File: src/rtl/ffpa_pkg.sv
`timescale 1ns / 1ps
// ----------------------------------------------------------------------------
// ffpa_pkg
// Shared types and constants of the first-fit page allocator.
// ----------------------------------------------------------------------------
package ffpa_pkg;

  localparam int FreeSlots = 16;
  localparam int CntW = $clog2(FreeSlots + 1);

  localparam logic [16:0] BlockSizeRst = 17'd4096;
  localparam logic [39:0] StartOffsetRst = 40'd0;

  localparam logic CfgBlockSize = 1'b0;
  localparam logic CfgStartOffset = 1'b1;

  localparam logic KindAlloc = 1'b0;
  localparam logic KindFree = 1'b1;

  localparam logic [1:0] StAllocated = 2'd0;
  localparam logic [1:0] StFreeStored = 2'd1;
  localparam logic [1:0] StListFull = 2'd2;
  localparam logic [1:0] StExhausted = 2'd3;

  typedef struct packed {
    logic        kind;
    logic [31:0] req_size;
    logic [39:0] page_offset;
  } in_item_t;

  typedef struct packed {
    logic [39:0] out_offset;
    logic [31:0] out_size;
    logic        reused;
    logic [1:0]  status;
  } out_item_t;

  typedef struct packed {
    logic [31:0] size;
    logic [39:0] offset;
  } entry_t;

  // Control from the sequencer to each cell of the list.
  typedef struct packed {
    logic        rotate;   // every cell takes its right neighbour's entry
    logic        append;   // the cell at the write slot loads the new entry
  } cell_ctl_t;

endpackage

File: src/rtl/ffpa_cell.sv
`timescale 1ns / 1ps
// ----------------------------------------------------------------------------
// ffpa_cell
// One slot of the free list, handing its entry to the left neighbour.
// ----------------------------------------------------------------------------
module ffpa_cell (
  input  logic              clk,
  input  ffpa_pkg::cell_ctl_t ctl,
  input  logic              sel_wr,
  input  ffpa_pkg::entry_t  wr_entry,
  input  ffpa_pkg::entry_t  right_entry,
  output ffpa_pkg::entry_t  entry
);
  import ffpa_pkg::*;

  entry_t entry_r;
  entry_t entry_nxt;

  always_comb begin
    entry_nxt = entry_r;
    if (ctl.rotate) begin
      entry_nxt = right_entry;
    end else if (ctl.append && sel_wr) begin
      entry_nxt = wr_entry;
    end
  end

  always_ff @(posedge clk) begin
    entry_r <= entry_nxt;
  end

  assign entry = entry_r;

endmodule

File: src/rtl/ffpa_divider.sv
`timescale 1ns / 1ps
// ----------------------------------------------------------------------------
// ffpa_divider
// Bit-serial restoring division giving the request rounded up to a block.
// ----------------------------------------------------------------------------
module ffpa_divider (
  input  logic        clk,
  input  logic        rst_n,
  input  logic        start,
  input  logic [31:0] req,
  input  logic [16:0] bs,
  output logic        done,
  output logic [49:0] rounded
);
  import ffpa_pkg::*;

  logic        busy_r, busy_nxt;
  logic [5:0]  cnt_r, cnt_nxt;
  logic [32:0] num_r, num_nxt;
  logic [16:0] rem_r, rem_nxt;
  logic [32:0] quo_r, quo_nxt;
  logic [16:0] bsd_r, bsd_nxt;
  logic [17:0] trial;
  logic [16:0] bs_eff;

  assign bs_eff = (bs == 17'd0) ? 17'd1 : bs;
  assign trial = {rem_r, num_r[32]} - {1'b0, bsd_r};

  always_comb begin
    busy_nxt = busy_r;
    cnt_nxt = cnt_r;
    num_nxt = num_r;
    rem_nxt = rem_r;
    quo_nxt = quo_r;
    bsd_nxt = bsd_r;
    done = 1'b0;
    if (start) begin
      busy_nxt = 1'b1;
      cnt_nxt = 6'd0;
      num_nxt = {1'b0, req} + {16'd0, bs_eff} - 33'd1;
      rem_nxt = 17'd0;
      quo_nxt = 33'd0;
      bsd_nxt = bs_eff;
    end else if (busy_r) begin
      num_nxt = {num_r[31:0], 1'b0};
      if (!trial[17]) begin
        rem_nxt = trial[16:0];
        quo_nxt = {quo_r[31:0], 1'b1};
      end else begin
        rem_nxt = {rem_r[15:0], num_r[32]};
        quo_nxt = {quo_r[31:0], 1'b0};
      end
      cnt_nxt = cnt_r + 6'd1;
      if (cnt_r == 6'd32) begin
        busy_nxt = 1'b0;
        done = 1'b1;
      end
    end
  end

  always_ff @(posedge clk) begin
    if (!rst_n) begin
      busy_r <= 1'b0;
    end else begin
      busy_r <= busy_nxt;
    end
    cnt_r <= cnt_nxt;
    num_r <= num_nxt;
    rem_r <= rem_nxt;
    quo_r <= quo_nxt;
    bsd_r <= bsd_nxt;
  end

  assign rounded = 50'(quo_nxt) * 50'(bsd_r);

endmodule

File: src/rtl/first_fit_page_allocator_unit.sv
`timescale 1ns / 1ps
// ----------------------------------------------------------------------------
// first_fit_page_allocator_unit
// First-fit allocator over a rotating chain of free-list cells.
// ----------------------------------------------------------------------------
// A free transaction is answered in the cycle after acceptance. An allocate
// transaction passes through the bit-serial rounding division, whose last
// step also forms the product, then the range check, then the chain of cells
// rotates the list past its head entry by entry, and a closing step follows
// before its result is raised. A request whose rounded size does not fit in
// 32 bits skips the scan. One transaction is handled at a time; the result
// is held in an output register until taken, and no new transaction is
// accepted before then.
module first_fit_page_allocator_unit (
  input  logic                 clk,
  input  logic                 rst_n,
  input  logic                 in_valid,
  output logic                 in_ready,
  input  ffpa_pkg::in_item_t   in_data,
  output logic                 out_valid,
  input  logic                 out_ready,
  output ffpa_pkg::out_item_t  out_data,
  input  logic                 cfg_we,
  input  logic                 cfg_index,
  input  logic [39:0]          cfg_wdata
);
  import ffpa_pkg::*;

  localparam logic [2:0] S_IDLE = 3'd0;
  localparam logic [2:0] S_DIV  = 3'd1;
  localparam logic [2:0] S_MUL  = 3'd2;
  localparam logic [2:0] S_SCAN = 3'd3;
  localparam logic [2:0] S_OUT  = 3'd4;

  logic [2:0]      state_r, state_nxt;
  logic [16:0]     bs_r;
  logic [39:0]     endp_r;
  logic [CntW-1:0] count_r, count_nxt;
  logic [CntW-1:0] step_r, step_nxt;
  logic            found_r, found_nxt;
  logic [49:0]     rnd_r;
  out_item_t       res_r, res_nxt;
  logic            valid_r, valid_nxt;
  logic [39:0]     endp_nxt;

  logic            div_done;
  logic [49:0]     div_rnd;
  logic            div_start;

  cell_ctl_t       ctl;
  entry_t          cells [FreeSlots];
  entry_t          new_entry;
  logic [40:0]     sum;

  assign in_ready = (state_r == S_IDLE) && !valid_r;
  assign div_start = in_valid && in_ready && (in_data.kind == KindAlloc);
  assign sum = {1'b0, endp_r} + {1'b0, rnd_r[39:0]};

  ffpa_divider u_div (
    .clk(clk), .rst_n(rst_n), .start(div_start), .req(in_data.req_size),
    .bs(bs_r), .done(div_done), .rounded(div_rnd)
  );

  // Entry appended on a free, or the head recirculated to the tail in a scan.
  always_comb begin
    if (state_r == S_SCAN) begin
      new_entry = cells[0];
    end else begin
      new_entry.size = in_data.req_size;
      new_entry.offset = in_data.page_offset;
    end
  end

  genvar g;
  generate
    for (g = 0; g < FreeSlots; g++) begin : g_cell
      entry_t right;
      logic   sel;
      if (g == FreeSlots - 1) begin : g_last
        assign right = new_entry;
      end else begin : g_mid
        assign right = (CntW'(g + 1) == count_r) ? new_entry : cells[g + 1];
      end
      assign sel = (CntW'(g) == count_r);
      ffpa_cell u_cell (
        .clk(clk), .ctl(ctl), .sel_wr(sel), .wr_entry(new_entry),
        .right_entry(right), .entry(cells[g])
      );
    end
  endgenerate

  always_comb begin
    state_nxt = state_r;
    count_nxt = count_r;
    step_nxt = step_r;
    found_nxt = found_r;
    res_nxt = res_r;
    valid_nxt = valid_r;
    endp_nxt = endp_r;
    ctl = '0;
    if (valid_r && out_ready) begin
      valid_nxt = 1'b0;
    end
    case (state_r)
      S_IDLE: begin
        if (in_valid && in_ready) begin
          res_nxt = '0;
          if (in_data.kind == KindFree) begin
            valid_nxt = 1'b1;
            if (count_r == CntW'(FreeSlots)) begin
              res_nxt.status = StListFull;
            end else begin
              ctl.append = 1'b1;
              count_nxt = count_r + CntW'(1);
              res_nxt.status = StFreeStored;
            end
          end else begin
            state_nxt = S_DIV;
          end
        end
      end
      S_DIV: begin
        if (div_done) begin
          state_nxt = S_MUL;
        end
      end
      S_MUL: begin
        step_nxt = '0;
        found_nxt = 1'b0;
        if (rnd_r > 50'h0_FFFF_FFFF) begin
          res_nxt.status = StExhausted;
          state_nxt = S_OUT;
        end else begin
          state_nxt = S_SCAN;
        end
      end
      S_SCAN: begin
        if (step_r == (count_r + CntW'(found_r))) begin
          if (!found_r) begin
            if (sum[40]) begin
              res_nxt.status = StExhausted;
            end else begin
              res_nxt.out_offset = endp_r;
              res_nxt.out_size = rnd_r[31:0];
              res_nxt.status = StAllocated;
              endp_nxt = sum[39:0];
            end
          end
          state_nxt = S_OUT;
        end else begin
          ctl.rotate = 1'b1;
          step_nxt = step_r + CntW'(1);
          if (!found_r && ({18'd0, cells[0].size} >= rnd_r)) begin
            found_nxt = 1'b1;
            res_nxt.out_offset = cells[0].offset;
            res_nxt.out_size = cells[0].size;
            res_nxt.reused = 1'b1;
            res_nxt.status = StAllocated;
            // The taken entry lands in the tail slot, which falls outside the
            // shortened list; the remaining entries rotate over one slot less.
            count_nxt = count_r - CntW'(1);
          end
        end
      end
      S_OUT: begin
        valid_nxt = 1'b1;
        state_nxt = S_IDLE;
      end
      default: state_nxt = S_IDLE;
    endcase
    if (cfg_we && cfg_index == CfgStartOffset) begin
      endp_nxt = cfg_wdata;
    end
  end

  // Removal in the chain: once an entry is taken the list rotates on over the
  // shorter ring until every remaining entry is back in its original order.

  always_ff @(posedge clk) begin
    if (!rst_n) begin
      state_r <= S_IDLE;
      count_r <= '0;
      valid_r <= 1'b0;
      bs_r <= BlockSizeRst;
      endp_r <= StartOffsetRst;
    end else begin
      state_r <= state_nxt;
      count_r <= count_nxt;
      valid_r <= valid_nxt;
      endp_r <= endp_nxt;
      if (cfg_we && cfg_index == CfgBlockSize) begin
        bs_r <= cfg_wdata[16:0];
      end
    end
    step_r <= step_nxt;
    found_r <= found_nxt;
    res_r <= res_nxt;
    if (div_done) begin
      rnd_r <= div_rnd;
    end
  end

  assign out_valid = valid_r;
  assign out_data = res_r;

endmodule

File: config.mk
export PLATFORM = sky130hd
export DESIGN_NAME = first_fit_page_allocator_unit
export DESIGN_NICKNAME = d
export VERILOG_FILES = /design/src/rtl/ffpa_pkg.sv /design/src/rtl/ffpa_cell.sv /design/src/rtl/ffpa_divider.sv /design/src/rtl/first_fit_page_allocator_unit.sv
export SDC_FILE = /design/constraint.sdc
export NUM_CORES = 2
export LEC_CHECK = 0
export BUFFER_PORTS_ARGS = -buffer_cell sky130_fd_sc_hd__buf_2
export CAP_MARGIN = 25
export CORE_MARGIN = 2
export CORE_UTILIZATION = 35
export DETAILED_ROUTE_END_ITERATION = 10
export PLACE_DENSITY_LB_ADDON = 0.15
export SETUP_SLACK_MARGIN = 0.05
export SLEW_MARGIN = 5
export SYNTH_ARGS = -nofsm -noshare
export SYNTH_HDL_FRONTEND = slang
export SYNTH_SLANG_ARGS = --single-unit
File: constraint.sdc
create_clock -name clk -period 11.35 [get_ports clk]
set_input_delay 1.135 -clock clk [delete_from_list [all_inputs] [get_ports clk]]
set_output_delay 1.135 -clock clk [all_outputs]
set_load 0.05 [all_outputs]
==> run_results.csv <==
group,metric,value,unit
sta,slew_viol_final,0,
yosys,syn_inst,7936,
worst_setup_path,cp_data_required_time,11.93,ns
worst_setup_path,cp_max_fo,20,
sta,final.setup.tns,0,ns
placement,gp_congestion,0.940,
worst_setup_path,arrival,10.03,ns
min_path,min_from,"u_div.rem_r[1]",
sta,finClkSkew,0.0607,ns
sta,finalSetupViolCount,0,
power_and_ir_drop,peakVddDrop,0.144,mV
run,maxCapViolCount,0,
floorplanning,die_h,489,µm
floorplanning,initial_core_util,35.1,%
floorplanning,die_w,489,µm
yosys,async_reset_ff_share,0,%
sta,finalCritPeriodShare,83.3,%
min_path,hold_depth,2,
clock_tree,htreeDepth,4,
detailed_routing,drc,0,
cells_and_area,drive_gt1_share,8.62,%
sta,slew_headroom,25.7,%
global_route,grt_pass1_vias,55500,
outcome,status,"complete, no violations",
sta,hold_viol_final,0,
sta,period_minus_slack,9.46,ns
worst_setup_path,reg2reg_slack,1.89,ns
clock_tree,path_clk_slew,0.06,ns
clock_tree,cts_tree,"yes",
global_route,grt_max_degree,106,
yosys,synth_warnings,0,
sta,worst_slew_pin_slew,1.11,ns
floorplanning,core,0.235,mm²
detailed_routing,viasPerCell,5.04,
detailed_routing,firstDrtPassIters,5,
yosys,syn_nets,8794,
yosys,synth.avg_cell_area,10.4,µm²
power_and_ir_drop,powerDensity,155,mW/mm²
clock_tree,cts.sinks,1456,
worst_setup_path,cp-end-kind,"flip-flop",
worst_setup_path,critical_path_class,"flip-flop to flip-flop",
worst_setup_path,reg2reg_to,"rnd_r[48]",
global_route,grt_pass1_wl,369000,µm
detailed_routing,routed_wl,244000,µm
floorplanning,num_rows,178,
worst_setup_path,reg2reg_depth,31,
yosys,synth-edff-count,1333,
yosys,ys_seq_area_share,51.6,%
cells_and_area,nNetsFinal,8815,
sta,timing.fmax,0.106,GHz
clock_tree,postCtsSetupRepairBufs,0,
yosys,synth.ff_latch_count,1456,
min_path,worstHoldPathType,"flip-flop to flip-flop",
clock_tree,clk_latency,0.85,ns
global_route,grt_overflow,0,
worst_setup_path,setup.worst_path.start_class,"flip-flop",
min_path,min_to,"u_div.rem_r[1]",
worst_setup_path,slowest_delay,0.53,ns
yosys,ys.flop_type,"edfxtp_1",
power_and_ir_drop,power.total,0.0143,W
global_route,grt_antenna_before_repair,25,
cells_and_area,area_delta_synth_final,12.2,%
clock_tree,cts-resized-gates,0,
placement,hpwlAfterDp,176000,µm
worst_setup_path,reg2reg_from,"u_div.bsd_r[2]",
clock_tree,ctsLongestPathBuffers,3,
placement,io_buffers,195,
power_and_ir_drop,p_leak,35.2,nW
global_route,gr-usage-all-layers,20.5,%
detailed_routing,ant_nets,0,
yosys,synth_area,0.0823,mm²
sta,holdWs,0.473,ns
detailed_routing,routedWlPerCell,21.7,µm
worst_setup_path,slowest_stage,"fa_1",
detailed_routing,drt-initial-drc-count,3752,
floorplanning,ioPinCount,196,
detailed_routing,vias,56700,
sta,rsz0062_at_grt,"no",
yosys,synth_cell_types,87,
clock_tree,clockRootBuffer,"clkbuf_16",
clock_tree,cts_hold_buf,0,
floorplanning,dieArea,0.239,mm²
worst_setup_path,cp_common_cell,"fa_1",
clock_tree,cts_buffers,167,
power breakdown:
part	leakage [nW]	total (W)	switching, W	internal (W)
Sequential	13.1	0.00654	0.000193	0.00634
Clock	2.52	0.00521	0.00232	0.00289
Combinational	19.5	0.00258	0.00180	0.000781
cells by family after synthesis:
kind of cell / synth area share [%]
simple gates: 11.8
compound gates: 12.3
flops: 51.6
buf+inv: 5.99
fa+ha+maj: 15.5
xor+xnor: 1.37
mux: 1.48
state kept, by name, summed over array words and instances (netlist names), 6 cells and up:
register,cells
u_div.rem_r,17
g_cell.u_cell.entry,1152
out_data,75
bs_r,17
u_div.quo_r,33
u_div.bsd_r,17
rnd_r,50
endp_r,40
u_div.num_r,33
u_div.cnt_r,6
stage by stage:
| stage | worst slack [ns] | cells | cell area, µm² | utilization [%] |
|---|---|---|---|---|
| after floorplan | 3.00 | 7936 | 82300 | - |
| after global placement | 1.62 | 10900 | 86800 | 37.0 |
| after detailed placement | 1.68 | 10900 | 87000 | 37.1 |
| after CTS | 1.82 | 11200 | 92300 | 39.3 |
| after global routing | 1.22 | 11300 | 92400 | 39.4 |
| final | 1.89 | 11300 | 92400 | 39.4 |
Yosys cell counts (all sizes together), types with 11 or more instances:
| cell type | instances | area share (%) |
|---|---|---|
| a21boi | 11 | 0.10 |
| a21o | 78 | 0.71 |
| mux2i | 116 | 1.4 |
| o211ai | 15 | 0.15 |
| nor2b | 19 | 0.14 |
| a211oi | 29 | 0.32 |
| and3 | 35 | 0.27 |
| xnor2 | 78 | 0.83 |
| nand2 | 666 | 3.0 |
| fa | 467 | 11 |
| a31oi | 23 | 0.19 |
| and2 | 16 | 0.12 |
| clkbuf | 423 | 1.9 |
| buf | 122 | 0.74 |
| nor3 | 168 | 1.0 |
| inv | 724 | 3.3 |
| dfxtp | 123 | 3.0 |
| o21a | 21 | 0.19 |
| nand4 | 29 | 0.22 |
| nand3 | 54 | 0.33 |
| ha | 272 | 4.1 |
| a21oi | 1394 | 8.5 |
| nand2b | 14 | 0.12 |
| xor2 | 50 | 0.54 |
| o21ai | 169 | 1.1 |
| nor2 | 1332 | 6.1 |
| o21bai | 17 | 0.16 |
| or3 | 12 | 0.091 |
| o31ai | 12 | 0.11 |
| edfxtp | 1333 | 49 |
| nor4 | 15 | 0.12 |
how the worst max path moves through the flow:
stage	from	to	slack, ns	cells after the start
floorplan	out_valid	rnd_r[47]	3.00	29
global placement	in_valid	rnd_r[38]	1.62	27
detailed placement	in_valid	rnd_r[48]	1.68	27
CTS	u_div.bsd_r[2]	rnd_r[48]	1.82	31
global route	u_div.bsd_r[2]	rnd_r[38]	1.22	31
finish	u_div.bsd_r[2]	rnd_r[48]	1.89	31
worst max-delay path, delay by kind of cell (launching register included):
| kind | cells | cell delay [ns] |
|---|---|---|
| mux | 1 | 0.37 |
| flops | 1 | 0.35 |
| simple gates | 2 | 0.41 |
| compound gates | 14 | 3.34 |
| buf+inv | 6 | 0.95 |
| fa+ha+maj | 8 | 3.76 |
placed cells by master, fill, tap and decap left out, types with 22 or more instances in the layout:
cell          n
fa_1        467
inv_1       722
a31oi_1      22
xor2_1       49
a21oi_1    1387
a21o_1       78
o21ai_0     131
xnor2_1      78
nand4_1      29
clkinv_1     45
nand2_1     663
clkbuf_16   167
edfxtp_1   1333
and3_1       35
clkbuf_1     55
ha_1        272
buf_4       190
dfxtp_1     122
nand3_1      53
mux2i_1     112
o21ai_4      28
buf_2       195
nor2_1     1329
nor3_1      166
routing by layer:
layer  GRT usage [%]  vias to the layer above  routed length (µm)
met1            26.5                    28000              106000
met3            2.69                      419                9140
met5               0                        -                  79
met2            33.5                     1220              115000
met4            10.8                       10               14100
li1                -                    27100                   -
area by class of cell:
type                    count  area [µm²]
multi-input cells        5206       35300
flip-flops and latches   1456       42500
clock inverters            84         858
well taps                3150        3940
clock buffers             225        4430
inverters                 729        2750
repair buffers            397        2620
fillers                 23100      142000
diodes                      8        20.0
Note: power is estimated with default switching activity, not from simulation.
